[config.mk]
export PLATFORM = sky130hd
export DESIGN_NAME = cable_emarker_discovery_unit_flat
export DESIGN_NICKNAME = d
export VERILOG_FILES = /design/src/hw/rtl/ced_pkg.sv /design/src/hw/rtl/ced_if.sv /design/src/hw/rtl/cable_emarker_discovery_unit.sv /design/src/flat_wrapper.sv
export SDC_FILE = /design/constraint.sdc
export NUM_CORES = 1
export LEC_CHECK = 0
export BUFFER_PORTS_ARGS = -buffer_cell sky130_fd_sc_hd__buf_4
export CAP_MARGIN = 0
export CORE_MARGIN = 2
export CORE_UTILIZATION = 45
export DETAILED_ROUTE_END_ITERATION = 10
export GPL_ROUTABILITY_DRIVEN = 0
export PLACE_DENSITY = 0.78
export SYNTH_ARGS = -nofsm -noshare
export SYNTH_HDL_FRONTEND = slang
export SYNTH_SLANG_ARGS = --single-unit
[constraint.sdc]
create_clock -name clk -period 12.01 [get_ports clk]
set_input_delay 3.0025 -clock clk [delete_from_list [all_inputs] [get_ports clk]]
set_output_delay 3.0025 -clock clk [all_outputs]
set_load 0.03 [all_outputs]
[src/hw/rtl/ced_pkg.sv]
// Shared types, constants and helpers of the cable e-marker discovery unit.
package ced_pkg;

    // PD message header fields
    localparam logic [4:0] MSG_TYPE_VDM     = 5'd15;
    localparam logic [4:0] MSG_TYPE_GOODCRC = 5'd1;
    localparam logic [1:0] REV_30           = 2'd2;
    localparam logic [2:0] ONE_OBJECT       = 3'd1;
    localparam logic [2:0] ZERO_OBJECTS     = 3'd0;

    // VDM header fields
    localparam logic [31:0] VDM_DISCOVER_WORD     = 32'hFF00A001;
    localparam logic [15:0] SVID_PD_SID           = 16'hFF00;
    localparam logic [4:0]  CMD_DISCOVER_IDENTITY = 5'd1;
    localparam logic [1:0]  CMD_TYPE_REQ          = 2'd0;
    localparam logic [1:0]  CMD_TYPE_ACK          = 2'd1;

    // Function codes of an input request
    localparam logic FUNC_ISSUE   = 1'b0;
    localparam logic FUNC_RX_OBJ  = 1'b1;

    // Transmit kinds
    localparam logic [1:0] TX_NONE     = 2'd0;
    localparam logic [1:0] TX_DISCOVER = 2'd1;
    localparam logic [1:0] TX_GOODCRC  = 2'd2;

    // Identity word storage
    localparam int         ID_WORDS      = 6;
    localparam int         ID_IDX_W      = 3;
    localparam int         CABLE_VDO_IDX = 3;
    localparam logic [2:0] LAST_ID_OBJ   = 3'd6;

    // Cable limits
    localparam logic [1:0]  CUR_CODE_5A = 2'd2;
    localparam logic [12:0] CURRENT_5A  = 13'd5000;
    localparam logic [12:0] CURRENT_3A  = 13'd3000;

    typedef struct packed {
        logic        func;
        logic [15:0] msg_header;
        logic [2:0]  obj_index;
        logic [31:0] obj_data;
        logic        obj_last;
    } in_item_t;

    typedef struct packed {
        logic [1:0]  tx_kind;
        logic [15:0] tx_header;
        logic [31:0] tx_vdm_word;
        logic        cable_active;
        logic [12:0] max_current_ma;
        logic [15:0] max_voltage_mv;
        logic [31:0] id_header_vdo;
        logic [31:0] cert_stat_vdo;
        logic [31:0] product_vdo;
        logic [31:0] cable_vdo_one;
        logic [31:0] cable_vdo_two;
        logic [31:0] alt_mode_vdo;
    } out_item_t;

    // Build a PD message header
    function automatic logic [15:0] make_header(
        input logic [4:0] mtype,
        input logic [1:0] rev,
        input logic [2:0] id,
        input logic [2:0] nobj
    );
        return {1'b0, nobj, id, 1'b0, rev, 1'b0, mtype};
    endfunction

    // Voltage limit from cable VDO bits 10:9
    function automatic logic [15:0] voltage_limit(input logic [1:0] code);
        logic [15:0] mv;
        case (code)
            2'd0:    mv = 16'd20000;
            2'd1:    mv = 16'd30000;
            2'd2:    mv = 16'd40000;
            default: mv = 16'd50000;
        endcase
        return mv;
    endfunction

endpackage

[src/hw/rtl/ced_if.sv]
// Valid/ready channel interfaces for input requests and results.
interface ced_in_if;
    import ced_pkg::*;

    logic     valid;
    logic     ready;
    in_item_t data;

    modport source (output valid, output data, input ready);
    modport sink (input valid, input data, output ready);
endinterface

interface ced_out_if;
    import ced_pkg::*;

    logic      valid;
    logic      ready;
    out_item_t data;

    modport source (output valid, output data, input ready);
    modport sink (input valid, input data, output ready);
endinterface

[src/hw/rtl/cable_emarker_discovery_unit.sv]
// SOP' Discover Identity engine: request issue, ACK capture, GoodCRC reply.
//
//  channel  | dir | payload      | request moves when
//  ---------+-----+--------------+-----------------------------
//  item     | in  | in_item_t    | item.valid && item.ready
//  result   | out | out_item_t   | result.valid && result.ready
//
// One result per request, held in the result register.
// A request is taken every cycle unless item.ready is low; the state update
// and field checks sit between the input handshake and the result register.
// item.ready drops only while a result waits and result.ready is low.
// Reset clears the message ID, flags, stored identity words and result valid.
module cable_emarker_discovery_unit (
    input  logic            clk,
    input  logic            rst_n,
    ced_in_if.sink          item,
    ced_out_if.source       result
);
    import ced_pkg::*;

    logic [2:0]  next_msg_id_reg, next_msg_id_next;
    logic        active_reg, active_next;
    logic        resp_seen_reg, resp_seen_next;
    logic        ack_seen_reg, ack_seen_next;
    logic [31:0] words_reg [ID_WORDS];
    logic [31:0] words_next [ID_WORDS];
    logic        out_valid_reg, out_valid_next;
    out_item_t   out_data_reg, out_data_next;

    logic        accept;
    logic [4:0]  rx_type;
    logic [1:0]  rx_rev;
    logic [2:0]  rx_id;
    logic [2:0]  rx_nobj;
    logic [1:0]  rx_ctype;
    logic        store_en;
    logic [1:0]  tx_kind;
    logic [15:0] tx_header;
    logic [31:0] tx_vdm;
    logic [31:0] cable_vdo;

    assign accept     = item.valid && item.ready;
    assign item.ready = !out_valid_reg || result.ready;

    // Received header and VDM fields
    assign rx_type  = item.data.msg_header[4:0];
    assign rx_rev   = item.data.msg_header[7:6];
    assign rx_id    = item.data.msg_header[11:9];
    assign rx_nobj  = item.data.msg_header[14:12];
    assign rx_ctype = item.data.obj_data[7:6];

    // Identity objects of an ACK within the object count
    assign store_en = (item.data.func == FUNC_RX_OBJ) && ack_seen_reg
                      && (item.data.obj_index != 3'd0)
                      && (item.data.obj_index <= LAST_ID_OBJ)
                      && (item.data.obj_index < rx_nobj);

    // State update for one request
    always_comb
    begin
        next_msg_id_next = next_msg_id_reg;
        active_next      = active_reg;
        resp_seen_next   = resp_seen_reg;
        ack_seen_next    = ack_seen_reg;
        tx_kind          = TX_NONE;
        tx_header        = 16'd0;
        tx_vdm           = 32'd0;
        for (int w = 0; w < ID_WORDS; w++)
        begin
            words_next[w] = words_reg[w];
            if (accept && store_en && (item.data.obj_index == ID_IDX_W'(w + 1)))
            begin
                words_next[w] = item.data.obj_data;
            end
        end

        if (accept)
        begin
            if (item.data.func == FUNC_ISSUE)
            begin
                active_next      = 1'b0;
                resp_seen_next   = 1'b0;
                ack_seen_next    = 1'b0;
                tx_kind          = TX_DISCOVER;
                tx_header        = make_header(MSG_TYPE_VDM, REV_30, next_msg_id_reg,
                                               ONE_OBJECT);
                tx_vdm           = VDM_DISCOVER_WORD;
                next_msg_id_next = next_msg_id_reg + 3'd1;
            end
            else
            begin
                // VDM header object sets the seen flags
                if (item.data.obj_index == 3'd0)
                begin
                    resp_seen_next = (rx_type == MSG_TYPE_VDM) && (rx_nobj != 3'd0)
                                     && (rx_ctype != CMD_TYPE_REQ);
                    ack_seen_next  = resp_seen_next
                                     && (item.data.obj_data[31:16] == SVID_PD_SID)
                                     && (item.data.obj_data[4:0] == CMD_DISCOVER_IDENTITY)
                                     && (rx_ctype == CMD_TYPE_ACK);
                end

                // Message end: activate and acknowledge
                if (item.data.obj_last)
                begin
                    if (ack_seen_next && (rx_nobj > 3'd1))
                    begin
                        active_next = 1'b1;
                    end
                    if (resp_seen_next && (rx_id == next_msg_id_reg - 3'd1))
                    begin
                        tx_kind   = TX_GOODCRC;
                        tx_header = make_header(MSG_TYPE_GOODCRC, rx_rev, rx_id,
                                                ZERO_OBJECTS);
                    end
                    resp_seen_next = 1'b0;
                    ack_seen_next  = 1'b0;
                end
            end
        end
    end

    // Result snapshot after the update
    assign cable_vdo = words_next[CABLE_VDO_IDX];

    always_comb
    begin
        out_data_next.tx_kind        = tx_kind;
        out_data_next.tx_header      = tx_header;
        out_data_next.tx_vdm_word    = tx_vdm;
        out_data_next.cable_active   = active_next;
        out_data_next.max_current_ma = !active_next ? 13'd0 :
                                       (cable_vdo[6:5] == CUR_CODE_5A) ? CURRENT_5A
                                                                       : CURRENT_3A;
        out_data_next.max_voltage_mv = active_next ? voltage_limit(cable_vdo[10:9])
                                                   : 16'd0;
        out_data_next.id_header_vdo  = words_next[0];
        out_data_next.cert_stat_vdo  = words_next[1];
        out_data_next.product_vdo    = words_next[2];
        out_data_next.cable_vdo_one  = words_next[3];
        out_data_next.cable_vdo_two  = words_next[4];
        out_data_next.alt_mode_vdo   = words_next[5];
    end

    // Result valid
    always_comb
    begin
        if (accept)
        begin
            out_valid_next = 1'b1;
        end
        else if (result.ready)
        begin
            out_valid_next = 1'b0;
        end
        else
        begin
            out_valid_next = out_valid_reg;
        end
    end

    // Control and identity state
    always_ff @(posedge clk or negedge rst_n)
    begin
        if (!rst_n)
        begin
            next_msg_id_reg <= 3'd0;
            active_reg      <= 1'b0;
            resp_seen_reg   <= 1'b0;
            ack_seen_reg    <= 1'b0;
            out_valid_reg   <= 1'b0;
            for (int w = 0; w < ID_WORDS; w++)
            begin
                words_reg[w] <= 32'd0;
            end
        end
        else
        begin
            next_msg_id_reg <= next_msg_id_next;
            active_reg      <= active_next;
            resp_seen_reg   <= resp_seen_next;
            ack_seen_reg    <= ack_seen_next;
            out_valid_reg   <= out_valid_next;
            for (int w = 0; w < ID_WORDS; w++)
            begin
                words_reg[w] <= words_next[w];
            end
        end
    end

    // Result payload
    always_ff @(posedge clk)
    begin
        if (accept)
        begin
            out_data_reg <= out_data_next;
        end
    end

    assign result.valid = out_valid_reg;
    assign result.data  = out_data_reg;

`ifndef SYNTHESIS
    // ACK flag never stands without the response flag
    assert property (@(posedge clk) disable iff (!rst_n)
        ack_seen_reg |-> resp_seen_reg)
        else $error("ack flag set without response flag");

    // Issue or message end leaves no stale flags
    assert property (@(posedge clk) disable iff (!rst_n)
        accept && ((item.data.func == FUNC_ISSUE) || item.data.obj_last)
        |=> !resp_seen_reg && !ack_seen_reg)
        else $error("seen flags survived message end");

    // Issue advances the message ID
    assert property (@(posedge clk) disable iff (!rst_n)
        accept && (item.data.func == FUNC_ISSUE)
        |=> next_msg_id_reg == $past(next_msg_id_reg) + 3'd1)
        else $error("message ID did not advance");

    // Limits read zero while inactive
    assert property (@(posedge clk) disable iff (!rst_n)
        result.valid && !result.data.cable_active
        |-> (result.data.max_current_ma == 13'd0) && (result.data.max_voltage_mv == 16'd0))
        else $error("limits nonzero while inactive");

    // Only an issue produces a discover request
    assert property (@(posedge clk) disable iff (!rst_n)
        accept && (item.data.func == FUNC_RX_OBJ)
        |=> result.data.tx_kind != TX_DISCOVER)
        else $error("discover request from received object");
`endif

endmodule

[src/flat_wrapper.sv]
// flat-port wrapper written by rule: the top's interface ports become plain ports
module cable_emarker_discovery_unit_flat import ced_pkg::*;
  (clk, rst_n, item_valid, item_data, item_ready, result_valid, result_data, result_ready);
  ced_in_if item_i ();
  ced_out_if result_i ();
  input  logic clk;
  input  logic rst_n;
  input wire logic [$bits(item_i.valid)-1:0] item_valid;
  input wire logic [$bits(item_i.data)-1:0] item_data;
  output wire logic [$bits(item_i.ready)-1:0] item_ready;
  output wire logic [$bits(result_i.valid)-1:0] result_valid;
  output wire logic [$bits(result_i.data)-1:0] result_data;
  input wire logic [$bits(result_i.ready)-1:0] result_ready;
  assign item_i.valid = item_valid;
  assign item_i.data = item_data;
  assign item_ready = item_i.ready;
  assign result_valid = result_i.valid;
  assign result_data = result_i.data;
  assign result_i.ready = result_ready;
  cable_emarker_discovery_unit u_core (.clk(clk), .rst_n(rst_n), .item(item_i), .result(result_i));
endmodule
==> results of run 1 <==
==> synthesized netlist by cell type, drive strengths merged (2+ instances only) <==
| master | n | area [um^2] |
|---|---|---|
| o21ai | 3 | 15.0 |
| edfxtp | 214 | 6430 |
| buf | 78 | 562 |
| o31ai | 2 | 15.0 |
| xnor2 | 5 | 43.8 |
| inv | 11 | 41.3 |
| nor2 | 16 | 60.1 |
| mux2 | 191 | 2150 |
| nor3b | 2 | 20.0 |
| nor3 | 4 | 30.0 |
| and2 | 2 | 12.5 |
| nand2b | 4 | 25.0 |
| dfrtp | 199 | 4980 |
| a21o | 2 | 15.0 |
| a22o | 4 | 35.0 |
| nor4 | 4 | 46.3 |
| nor2b | 4 | 25.0 |
| nand2 | 9 | 33.8 |
| ha | 7 | 87.6 |
| nand4 | 2 | 12.5 |
| clkbuf | 2 | 7.51 |
| nand3 | 4 | 20.0 |
==> critical path, cell delays in order <==
cell	delay [ns]
sky130_fd_sc_hd__buf_4	0.11
sky130_fd_sc_hd__nand2b_1	0.26
sky130_fd_sc_hd__buf_4	0.24
==> area by class of cell <==
type | instances | area, um^2
Clock buffer | 58 | 1180
Clock inverter | 17 | 200
Fill cell | 2463 | 13900
Inverter | 11 | 48.8
Multi-Input combinational cell | 315 | 2930
Sequential cell | 413 | 11400
Tap cell | 442 | 553
Timing Repair Buffer | 298 | 2240
==> per-stage QoR <==
step	cell area, um^2	cells
final	18600	1554
after global routing	18600	1554
after CTS	18600	1554
after detailed placement	17200	1479
after global placement	17200	1479
after floorplan	14900	819
==> cells by family after synthesis <==
| group | after synthesis | share of synthesized area |
|---|---|---|
| DFF | 413 | 0.771 |
| muxes | 192 | 0.146 |
| buffers and inverters | 91 | 0.0413 |
| and+or+nand+nor | 57 | 0.0228 |
| AOI/OAI and AO/OA | 16 | 0.00846 |
| adders and majority gates | 7 | 0.00592 |
| xor gates and xnor gates | 6 | 0.00355 |
| other | 1 | 0.000254 |
==> routing by layer <==
| layer | vias up | GRT usage | wire, um |
|---|---|---|---|
| met5 | - | 0 | 12 |
| li1 | 3343 | - | - |
| met1 | 3931 | 0.239 | 12900 |
| met4 | 2 | 0.0606 | 852 |
| met3 | 62 | 0.0608 | 2680 |
| met2 | 285 | 0.303 | 15400 |
==> cell usage in the layout (no fill, tap or decap), drive strengths merged, types with 2 or more instances in the layout <==
| cell | n |
|---|---|
| buf | 297 |
| a22o | 4 |
| inv | 11 |
| nor2b | 4 |
| bufinv | 4 |
| clkinv | 12 |
| dfrtp | 199 |
| a21o | 2 |
| ha | 7 |
| nor2 | 16 |
| mux2 | 191 |
| nand2 | 9 |
| xnor2 | 5 |
| conb | 37 |
| and2 | 2 |
| nand3 | 4 |
| nor4 | 4 |
| nor3b | 2 |
| edfxtp | 214 |
| o21ai | 3 |
| nand4 | 2 |
| o31ai | 2 |
| nor3 | 4 |
| clkbuf | 59 |
| nand2b | 4 |
==> power groups by stage <==
stage          logic (mW)  clock network, mW  registers, mW
2_1_floorplan      0.0799                  0           1.65
3_3_place_gp        0.243                  0           1.57
3_5_place_dp        0.246                  0           1.58
4_1_cts             0.247               1.31           1.55
5_1_grt             0.260               1.37           1.55
6_report            0.243               1.28           1.55
==> worst max-delay path by stage <==
stage	from	end	slack (ns)	depth (start not counted)
5_1_grt	result_ready	item_ready	5.39	3
4_1_cts	result_ready	item_ready	5.39	3
6_report	result_ready	item_ready	5.40	3
3_5_place_dp	result_ready	item_ready	5.40	3
3_3_place_gp	result_ready	item_ready	5.41	3
2_1_floorplan	result_ready	u_core.result.data[217]$_SDFFCE_PN0P_	3.27	7
==> results.cfg, run 1 <==
[routing]
dr.first_iter.drc_count = 442
post_detailed_route_via_to_cell_ratio = 4.91
remaining_drc_errors = 0
dr.pass1.iters = 4
ant_nets = 0
detail_route.wl_per_cell_um = 20.5
detailroute.via_count = 7623
routed_wirelength_mm = 31.9

[power]
sw_frac = 0.226
sequentialPowerShare = 0.504
internal_power_component_mw = 2.38
comb_power_frac = 0.079
switching_power_of_the_nets_mw = 0.694
share_clk_of_total_power = 0.417
power.total_mw = 3.07
ir_worst_vdd_mv = 0.128
powerDensity_nw_per_um2 = 165
cellLeakagePower_nw = 8.54

[sta]
final.period_utilization = 0.550
setup-violations-final = 0
report.final.slew_viol_count = 0
tightest_slew_margin_relative_to_the_limit = 0.213
final_period_minus_worst_setup_slack_ns = 6.61
setup_tns_ns = 0
clock.fmax_ghz = 0.151
max_slew.worst_pin.slew_ns = 1.18
fin_ws_ns = 5.40
fin_hold_ws_ns = 0.472
rsz_0062_raised_after_global_routing = false
final-hold-violation-count = 0
timing.clock.skew_ns = 0.0184

[setup_path]
critPathKind = in2out
critical_path_required_ns = 9.01
regToRegStartpoint = u_core.result.valid$_DFFE_PN0P_
r2r.worst_path.cells = 6
critical_path_arrival_ns = 3.61
ff2ff_setup_slack_ns = 8.83
worst-path-max-fanout = 5
worst_r2r_endpoint = u_core.result.data[219]$_SDFFCE_PN0P_
cp-start-kind = primary input
endpoint_kind = output pin

[die]
floorplan.initialDensity = 0.456
floorplan_core_area_um2 = 32500
die_h_um = 185
die_w_um = 185
design.die.area_um2 = 34300
io-pin-count = 331
std_cell_rows = 66

[clock_network]
post_cts_resized = 0
path_clk_slew_ns = 0.05
cts_tree = yes
total_clock_buffers_created_by_cts = 41
holdBufCountCts = 0
cts.path.max_buffers = 3
clk-insertion-delay-late_ns = 0.52
clock_sinks = 413
clock_tree.htree_level_count = 2
ctsRootBufferMaster = sky130_fd_sc_hd__clkbuf_16
post-cts-setup-buffer-count = 0

[global_route]
track_usage = 0.187
grt_max_degree = 148
antenna_found_initial = 1
grt_pass1_vias = 8225
gr-total-overflow = 0
grt_first_pass_wirelength_mm = 48.2

[worst_hold_path]
worstHoldStart = u_core.resp_seen_reg$_DFFE_PN0P_
min_to = u_core.resp_seen_reg$_DFFE_PN0P_
holdCritPathClass = reg2reg
number_of_cells_on_the_worst_hold_path = 1

[synth]
ys.warnings.count = 0
synth_area_um2 = 14800
postSynth.topFlopCell = sky130_fd_sc_hd__edfxtp_1
ys_seq_area_frac = 0.771
postSynth.asyncResetShare = 0.482
post_synth.cell_area_avg_um2 = 18.9
synth_enable_flop_cells = 214
yosys_register_bits = 413
post_synthesis_instance_total = 783
post_synth_num_cell_types = 45

[placement]
worst_slack_at_placement_ns = 5.40
dpl.hpwl_mm = 20.3
port-buffer-count = 290

[layout]
largest_register_ff_count = 214
drive_above_1_share = 0.492
syn2layout_area_growth_pct = 25.5
final_net_count = 1144
utilization = 0.572
antenna-diode-count = 0

[run_status]
outcome = finished clean

[job]
max-cap-violations = 0
(Power assumes the default switching activity.)
==> run 2: changes to the inputs <==
--- a/config.mk
+++ b/config.mk
@@ -11,7 +11,7 @@
 export CORE_UTILIZATION = 45
 export DETAILED_ROUTE_END_ITERATION = 10
 export GPL_ROUTABILITY_DRIVEN = 0
-export PLACE_DENSITY = 0.78
+export PLACE_DENSITY = 0.81
 export SYNTH_ARGS = -nofsm -noshare
 export SYNTH_HDL_FRONTEND = slang
 export SYNTH_SLANG_ARGS = --single-unit
==> constraint.sdc (replaced) <==
create_clock -name clk -period 5.81 [get_ports clk]
set_input_delay 1.4525 -clock clk [delete_from_list [all_inputs] [get_ports clk]]
set_output_delay 1.4525 -clock clk [all_outputs]
set_load 0.03 [all_outputs]
==> run 2 against run 1 <==
Against the previous run: clock power up 120%; critical endpoint is now u_core.result.data[154]$_DFFE_PP_; count of clock-buffer cells in the layout down 6; clock skew is 0.0059 ns higher; largest power group unchanged.
==> results.cfg, run 2 (synthesis results as in run 1) <==
[setup_path]
cp-start-kind = primary input
critPathSlowestCell = sky130_fd_sc_hd__nand3_2
r2r.worst_path.cells = 6
most_common_cell_type_on_the_critical_path = sky130_fd_sc_hd__buf_4
critical_path_required_ns = 6.07
critical_path_arrival_ns = 4.19
critical_path.max_stage_delay_ns = 0.75
endpoint_kind = flop
worst-path-max-fanout = 22
critPathKind = in2reg
crit_chain = buf_4 -> ha_1 -> o21ai_0 -> nor2_1 -> nor3_2 -> nand3_2 -> buf_4 -> mux2_2

[sta]
final.period_utilization = 0.675
setup_tns_ns = 0
rsz_0062_raised_after_global_routing = false
timing.clock.skew_ns = 0.0243
final_period_minus_worst_setup_slack_ns = 3.92
max_slew.worst_pin.slew_ns = 1.29
tightest_slew_margin_relative_to_the_limit = 0.139
report.final.slew_viol_count = 0
setup-violations-final = 0
final-hold-violation-count = 0
clock.fmax_ghz = 0.255

[layout]
layout.cells.most_common_list = sky130_fd_sc_hd__buf_4, sky130_fd_sc_hd__edfxtp_1, sky130_fd_sc_hd__dfrtp_1
largest_register_ff_count = 214
syn2layout_area_growth_pct = 26.2
drive_above_1_share = 0.498
final_net_count = 1150
most_common_cell_after_layout_fill_and_taps_aside = sky130_fd_sc_hd__buf_4
final.fill_count = 2445
layout.cell_area.non_filler_um2 = 18700
antenna-diode-count = 0

[job]
max-cap-violations = 0

[global_route]
grt_first_pass_wirelength_mm = 48.3
track_usage = 0.187
antenna_found_initial = 0
grt_max_degree = 103
gr-total-overflow = 0
grt_pass1_vias = 8094

[die]
floorplan_core_area_um2 = 32500
die_h_um = 185
design.die.area_um2 = 34300
floorplan.initialDensity = 0.456
std_cell_rows = 66
die_w_um = 185
io-pin-count = 331

[routing]
remaining_drc_errors = 0
ant_nets = 0
post_detailed_route_via_to_cell_ratio = 4.93
detailroute.via_count = 7683
dr.pass1.iters = 4
routed_wirelength_mm = 32.4
dr.first_iter.drc_count = 349
detail_route.wl_per_cell_um = 20.8

[clock_network]
path_clk_slew_ns = 0.06
post_cts_resized = 0
clock_tree.htree_level_count = 2
clock_sinks = 413
clk-insertion-delay-late_ns = 0.53
cts_tree = yes
post-cts-setup-buffer-count = 0
holdBufCountCts = 0
ctsRootBufferMaster = sky130_fd_sc_hd__clkbuf_16
total_clock_buffers_created_by_cts = 42
cts.path.max_buffers = 3

[power]
powerDensity_nw_per_um2 = 347
ir_worst_vdd_mv = 0.270
cellLeakagePower_nw = 8.57

[placement]
place_area_um2 = 17200
port-buffer-count = 290
dpl.hpwl_mm = 20.7

[worst_hold_path]
holdCritPathClass = reg2reg
number_of_cells_on_the_worst_hold_path = 1

[run_status]
outcome = finished clean
run 2: worst max-delay path: cells and delay by family:
family | cells | cell delay [ns]
muxes | 1 | 0.31
and+or+nand+nor | 3 | 1.12
buffers and inverters | 2 | 0.65
AOI/OAI and AO/OA | 1 | 0.34
adders and majority gates | 1 | 0.29
run 2: cell type report:
class,count,area (um^2),share of cell area
clock inverter,24,314,0.0168
inverter,11,45.0,0.00241
sequential,413,11400,0.611
timing repair buffer,303,2290,0.123
clock buffer,52,1130,0.0605
tap,442,553,0.0296
multi-input combinational,315,2930,0.157
run 2: stage by stage:
step                hold WS [ns]  total power, mW  worst slack (ns)  cells   util
floorplan                  0.442             3.56             0.161    819      -
finish                     0.485             6.47              1.89   1560  0.575
CTS                        0.486             6.54              1.88   1560  0.575
global placement           0.452             3.76              1.44   1484  0.531
global route               0.502             6.69              1.73   1560  0.575
detailed placement         0.471             3.77              1.36   1484  0.531
run 2: per-layer routing:
| metal | track usage | routed length [um] | vias to the layer above |
|---|---|---|---|
| li1 | - | - | 3361 |
| met1 | 0.244 | 13200 | 3983 |
| met2 | 0.308 | 15900 | 297 |
| met3 | 0.0551 | 2680 | 42 |
| met4 | 0.0508 | 604 | 0 |
| met5 | 0 | 0 | - |
run 2: final timing paths:
check                                                startpoint                                 to  slack [ns]
worst max-delay path                              item_data[34]  u_core.result.data[154]$_DFFE_PP_        1.89
worst min-delay path            u_core.words_reg[120]$_DFF_PN0_    u_core.words_reg[120]$_DFF_PN0_        0.48
worst max register to register  u_core.result.valid$_DFFE_PN0P_  u_core.result.data[154]$_DFFE_PP_        2.95
worst min register to register  u_core.words_reg[120]$_DFF_PN0_    u_core.words_reg[120]$_DFF_PN0_        0.48
max in group asynchronous                                 rst_n    u_core.words_reg[185]$_DFF_PN0_        3.69
min in group asynchronous                                 rst_n    u_core.words_reg[172]$_DFF_PN0_        1.01
run 2: report_power, final:
group	internal [mW]	total [mW]	switching, mW	leakage (nW)
sequential	3.16	3.20	0.0349	4.89
combinational	0.154	0.506	0.352	2.99
clock	1.66	2.77	1.10	0.689
==> run 3: changes to the inputs <==
--- a/config.mk
+++ b/config.mk
@@ -5,6 +5,7 @@
 export SDC_FILE = /design/constraint.sdc
 export NUM_CORES = 1
 export LEC_CHECK = 0
+export ABC_AREA = 1
 export BUFFER_PORTS_ARGS = -buffer_cell sky130_fd_sc_hd__buf_4
 export CAP_MARGIN = 0
 export CORE_MARGIN = 2
==> constraint.sdc (replaced) <==
create_clock -name clk -period 3.3 [get_ports clk]
set_input_delay 0.825 -clock clk [delete_from_list [all_inputs] [get_ports clk]]
set_output_delay 0.825 -clock clk [all_outputs]
set_load 0.03 [all_outputs]
==> run 3 against run 2 <==
Against the previous run: global-route usage increased by 1.1 points; critical path depth up 3; via count grew 18%; hold slack lost 0.090 ns.
==> results.cfg, run 3 <==
[run_status]
outcome = finished clean

[placement]
worst_slack_at_placement_ns = 0.141
dpl.hpwl_mm = 22.6
place_area_um2 = 17000
port-buffer-count = 290

[synth]
post_synth.cell_area_avg_um2 = 13.6
synth_area_leader_cell = sky130_fd_sc_hd__edfxtp_1
ys_top_cells_by_area = sky130_fd_sc_hd__edfxtp_1, sky130_fd_sc_hd__dfrtp_1, sky130_fd_sc_hd__o21ai_0
ys_top_cells_by_count = sky130_fd_sc_hd__nand2_1, sky130_fd_sc_hd__edfxtp_1, sky130_fd_sc_hd__dfrtp_1, sky130_fd_sc_hd__o21ai_0, sky130_fd_sc_hd__buf_4
post_synthesis_instance_total = 1067
post-synth-top-area-fraction = 0.443
ys.warnings.count = 0
yosys_register_bits = 413
postSynth.asyncResetShare = 0.482
yosys.cell_count.top_type = sky130_fd_sc_hd__nand2_1
synth_enable_flop_cells = 214
post_synth_num_cell_types = 27
postSynth.topFlopCell = sky130_fd_sc_hd__edfxtp_1
ys_seq_area_frac = 0.786
synth_area_um2 = 14500

[clock_network]
post_cts_resized = 0
clock_tree.htree_level_count = 2
cts.path.max_buffers = 3
clk-insertion-delay-late_ns = 0.53
holdBufCountCts = 0
total_clock_buffers_created_by_cts = 42
clock_sinks = 413
cts_tree = yes
post-cts-setup-buffer-count = 0
ctsRootBufferMaster = sky130_fd_sc_hd__clkbuf_16
path_clk_slew_ns = 0.06

[setup_path]
r2r.worst_path.cells = 10
critical_path.max_stage_delay_ns = 0.32
crit_chain = buf_4 -> ha_1 -> a21oi_1 -> nand2_1 -> nor2_1 -> nand3_2 -> o21ai_2 -> inv_1 -> ha_1 -> inv_1 -> nor2_1
critPathSlowestCell = sky130_fd_sc_hd__ha_1
ff2ff_setup_slack_ns = 0.92
regToRegStartpoint = u_core.ack_seen_reg$_DFFE_PN0P_
endpoint_kind = flop
worst_r2r_endpoint = u_core.result.data[201]$_SDFFCE_PN0P_
critPathKind = in2reg
worst-path-max-fanout = 6
path_buf_inv = 3
cp-start-kind = primary input
timing.critical_path.max_delay_family = simple AND/OR/NAND/NOR gates
critical_path_arrival_ns = 2.97
critical_path_required_ns = 3.56

[die]
design.die.area_um2 = 33700
floorplan_core_area_um2 = 31600
std_cell_rows = 65
io-pin-count = 331
floorplan.initialDensity = 0.459
die_w_um = 184
die_h_um = 184

[routing]
dr.pass1.iters = 6
remaining_drc_errors = 0
detail_route.wl_per_cell_um = 18.8
post_detailed_route_via_to_cell_ratio = 5.04
dr.first_iter.drc_count = 665
ant_nets = 0
routed_wirelength_mm = 33.8
detailroute.via_count = 9061

[sta]
final-hold-violation-count = 0
final_period_minus_worst_setup_slack_ns = 2.71
fin_hold_ws_ns = 0.395
fin_ws_ns = 0.587
setup_tns_ns = 0
rsz_0062_raised_after_global_routing = false
final.period_utilization = 0.822
timing.clock.skew_ns = 0.0162
report.final.slew_viol_count = 0
clock.fmax_ghz = 0.369
setup-violations-final = 0
tightest_slew_margin_relative_to_the_limit = 0.463
max_slew.worst_pin.slew_ns = 0.806

[global_route]
antenna_found_initial = 0
grt_first_pass_wirelength_mm = 50.9
gr-total-overflow = 0
grt_max_degree = 104
grt_pass1_vias = 8945
track_usage = 0.198

[layout]
largest_register_ff_count = 214
most_common_cell_after_layout_fill_and_taps_aside = sky130_fd_sc_hd__buf_4
antenna-diode-count = 0
final.fill_count = 2418
drive_above_1_share = 0.276
layout.cell_area.non_filler_um2 = 18400
syn2layout_area_growth_pct = 26.5
layout.cells.most_common_list = sky130_fd_sc_hd__buf_4, sky130_fd_sc_hd__nand2_1, sky130_fd_sc_hd__edfxtp_1
final_net_count = 1427

[worst_hold_path]
holdCritPathClass = in2async

[job]
max-cap-violations = 0

[power]
cellLeakagePower_nw = 8.23
powerDensity_nw_per_um2 = 607
ir_worst_vdd_mv = 0.459
run 3: cell count changes in the layout (fill, tap and decap cells not counted), sizes merged, moves of 7 or more:
cell	before	now
nand2	9	239
nor2	16	29
inv	13	57
buf	302	311
mux2	191	0
clkinvlp	7	0
clkinv	9	25
nand4	2	9
o21ai	3	193
run 3: cell type report:
cell class | instances | area, um^2 | share of cell area
Timing Repair Buffer | 312 | 2410 | 0.131
Sequential cell | 413 | 11400 | 0.621
Tap cell | 402 | 503 | 0.0274
Clock buffer | 52 | 1120 | 0.0610
Inverter | 58 | 244 | 0.0133
Clock inverter | 26 | 205 | 0.0112
Multi-Input combinational cell | 536 | 2480 | 0.135
run 3: through the flow:
step	total power, mW	instances	util
final	11.2	1799	0.581
after floorplan	6.37	1103	-
after detailed placement	6.77	1721	0.539
after CTS	11.2	1799	0.581
after global routing	11.5	1799	0.581
after global placement	6.76	1721	0.539
run 3: metal layers:
metal / GRT usage / vias up / share of wire
li1: - / 4119 / -
met1: 0.251 / 4462 / 0.40
met2: 0.336 / 428 / 0.50
met3: 0.0537 / 50 / 0.084
met4: 0.0573 / 2 / 0.020
met5: 0 / - / 0.00021
run 3: logic make-up after synthesis:
| group | Yosys count | share of synthesized area |
|---|---|---|
| AOI/OAI and AO/OA | 196 | 0.0684 |
| xor gates and xnor gates | 6 | 0.00362 |
| adders and majority gates | 7 | 0.00603 |
| buffers and inverters | 154 | 0.0550 |
| DFF | 413 | 0.786 |
| other | 1 | 0.000258 |
| and+or+nand+nor | 290 | 0.0811 |
run 3: worst max path at each step:
| stage | start | to | slack, ns | cells past startpoint |
|---|---|---|---|---|
| floorplan | result_ready | u_core.result.data[201]$_SDFFCE_PN0P_ | 0.18 | 11 |
| global placement | item_data[35] | u_core.result.data[201]$_SDFFCE_PN0P_ | 0.22 | 11 |
| detailed placement | item_data[35] | u_core.result.data[201]$_SDFFCE_PN0P_ | 0.14 | 11 |
| CTS | item_data[35] | u_core.result.data[201]$_SDFFCE_PN0P_ | 0.66 | 11 |
| global route | item_data[35] | u_core.result.data[201]$_SDFFCE_PN0P_ | 0.53 | 11 |
| finish | item_data[35] | u_core.result.data[201]$_SDFFCE_PN0P_ | 0.59 | 11 |
run 3: where the power goes:
| group | switching [mW] | internal (mW) |
|---|---|---|
| Combinational | 0.693 | 0.299 |
| Sequential | 0.0757 | 5.60 |
| Clock | 1.90 | 2.59 |
| Total | 2.67 | 8.48 |
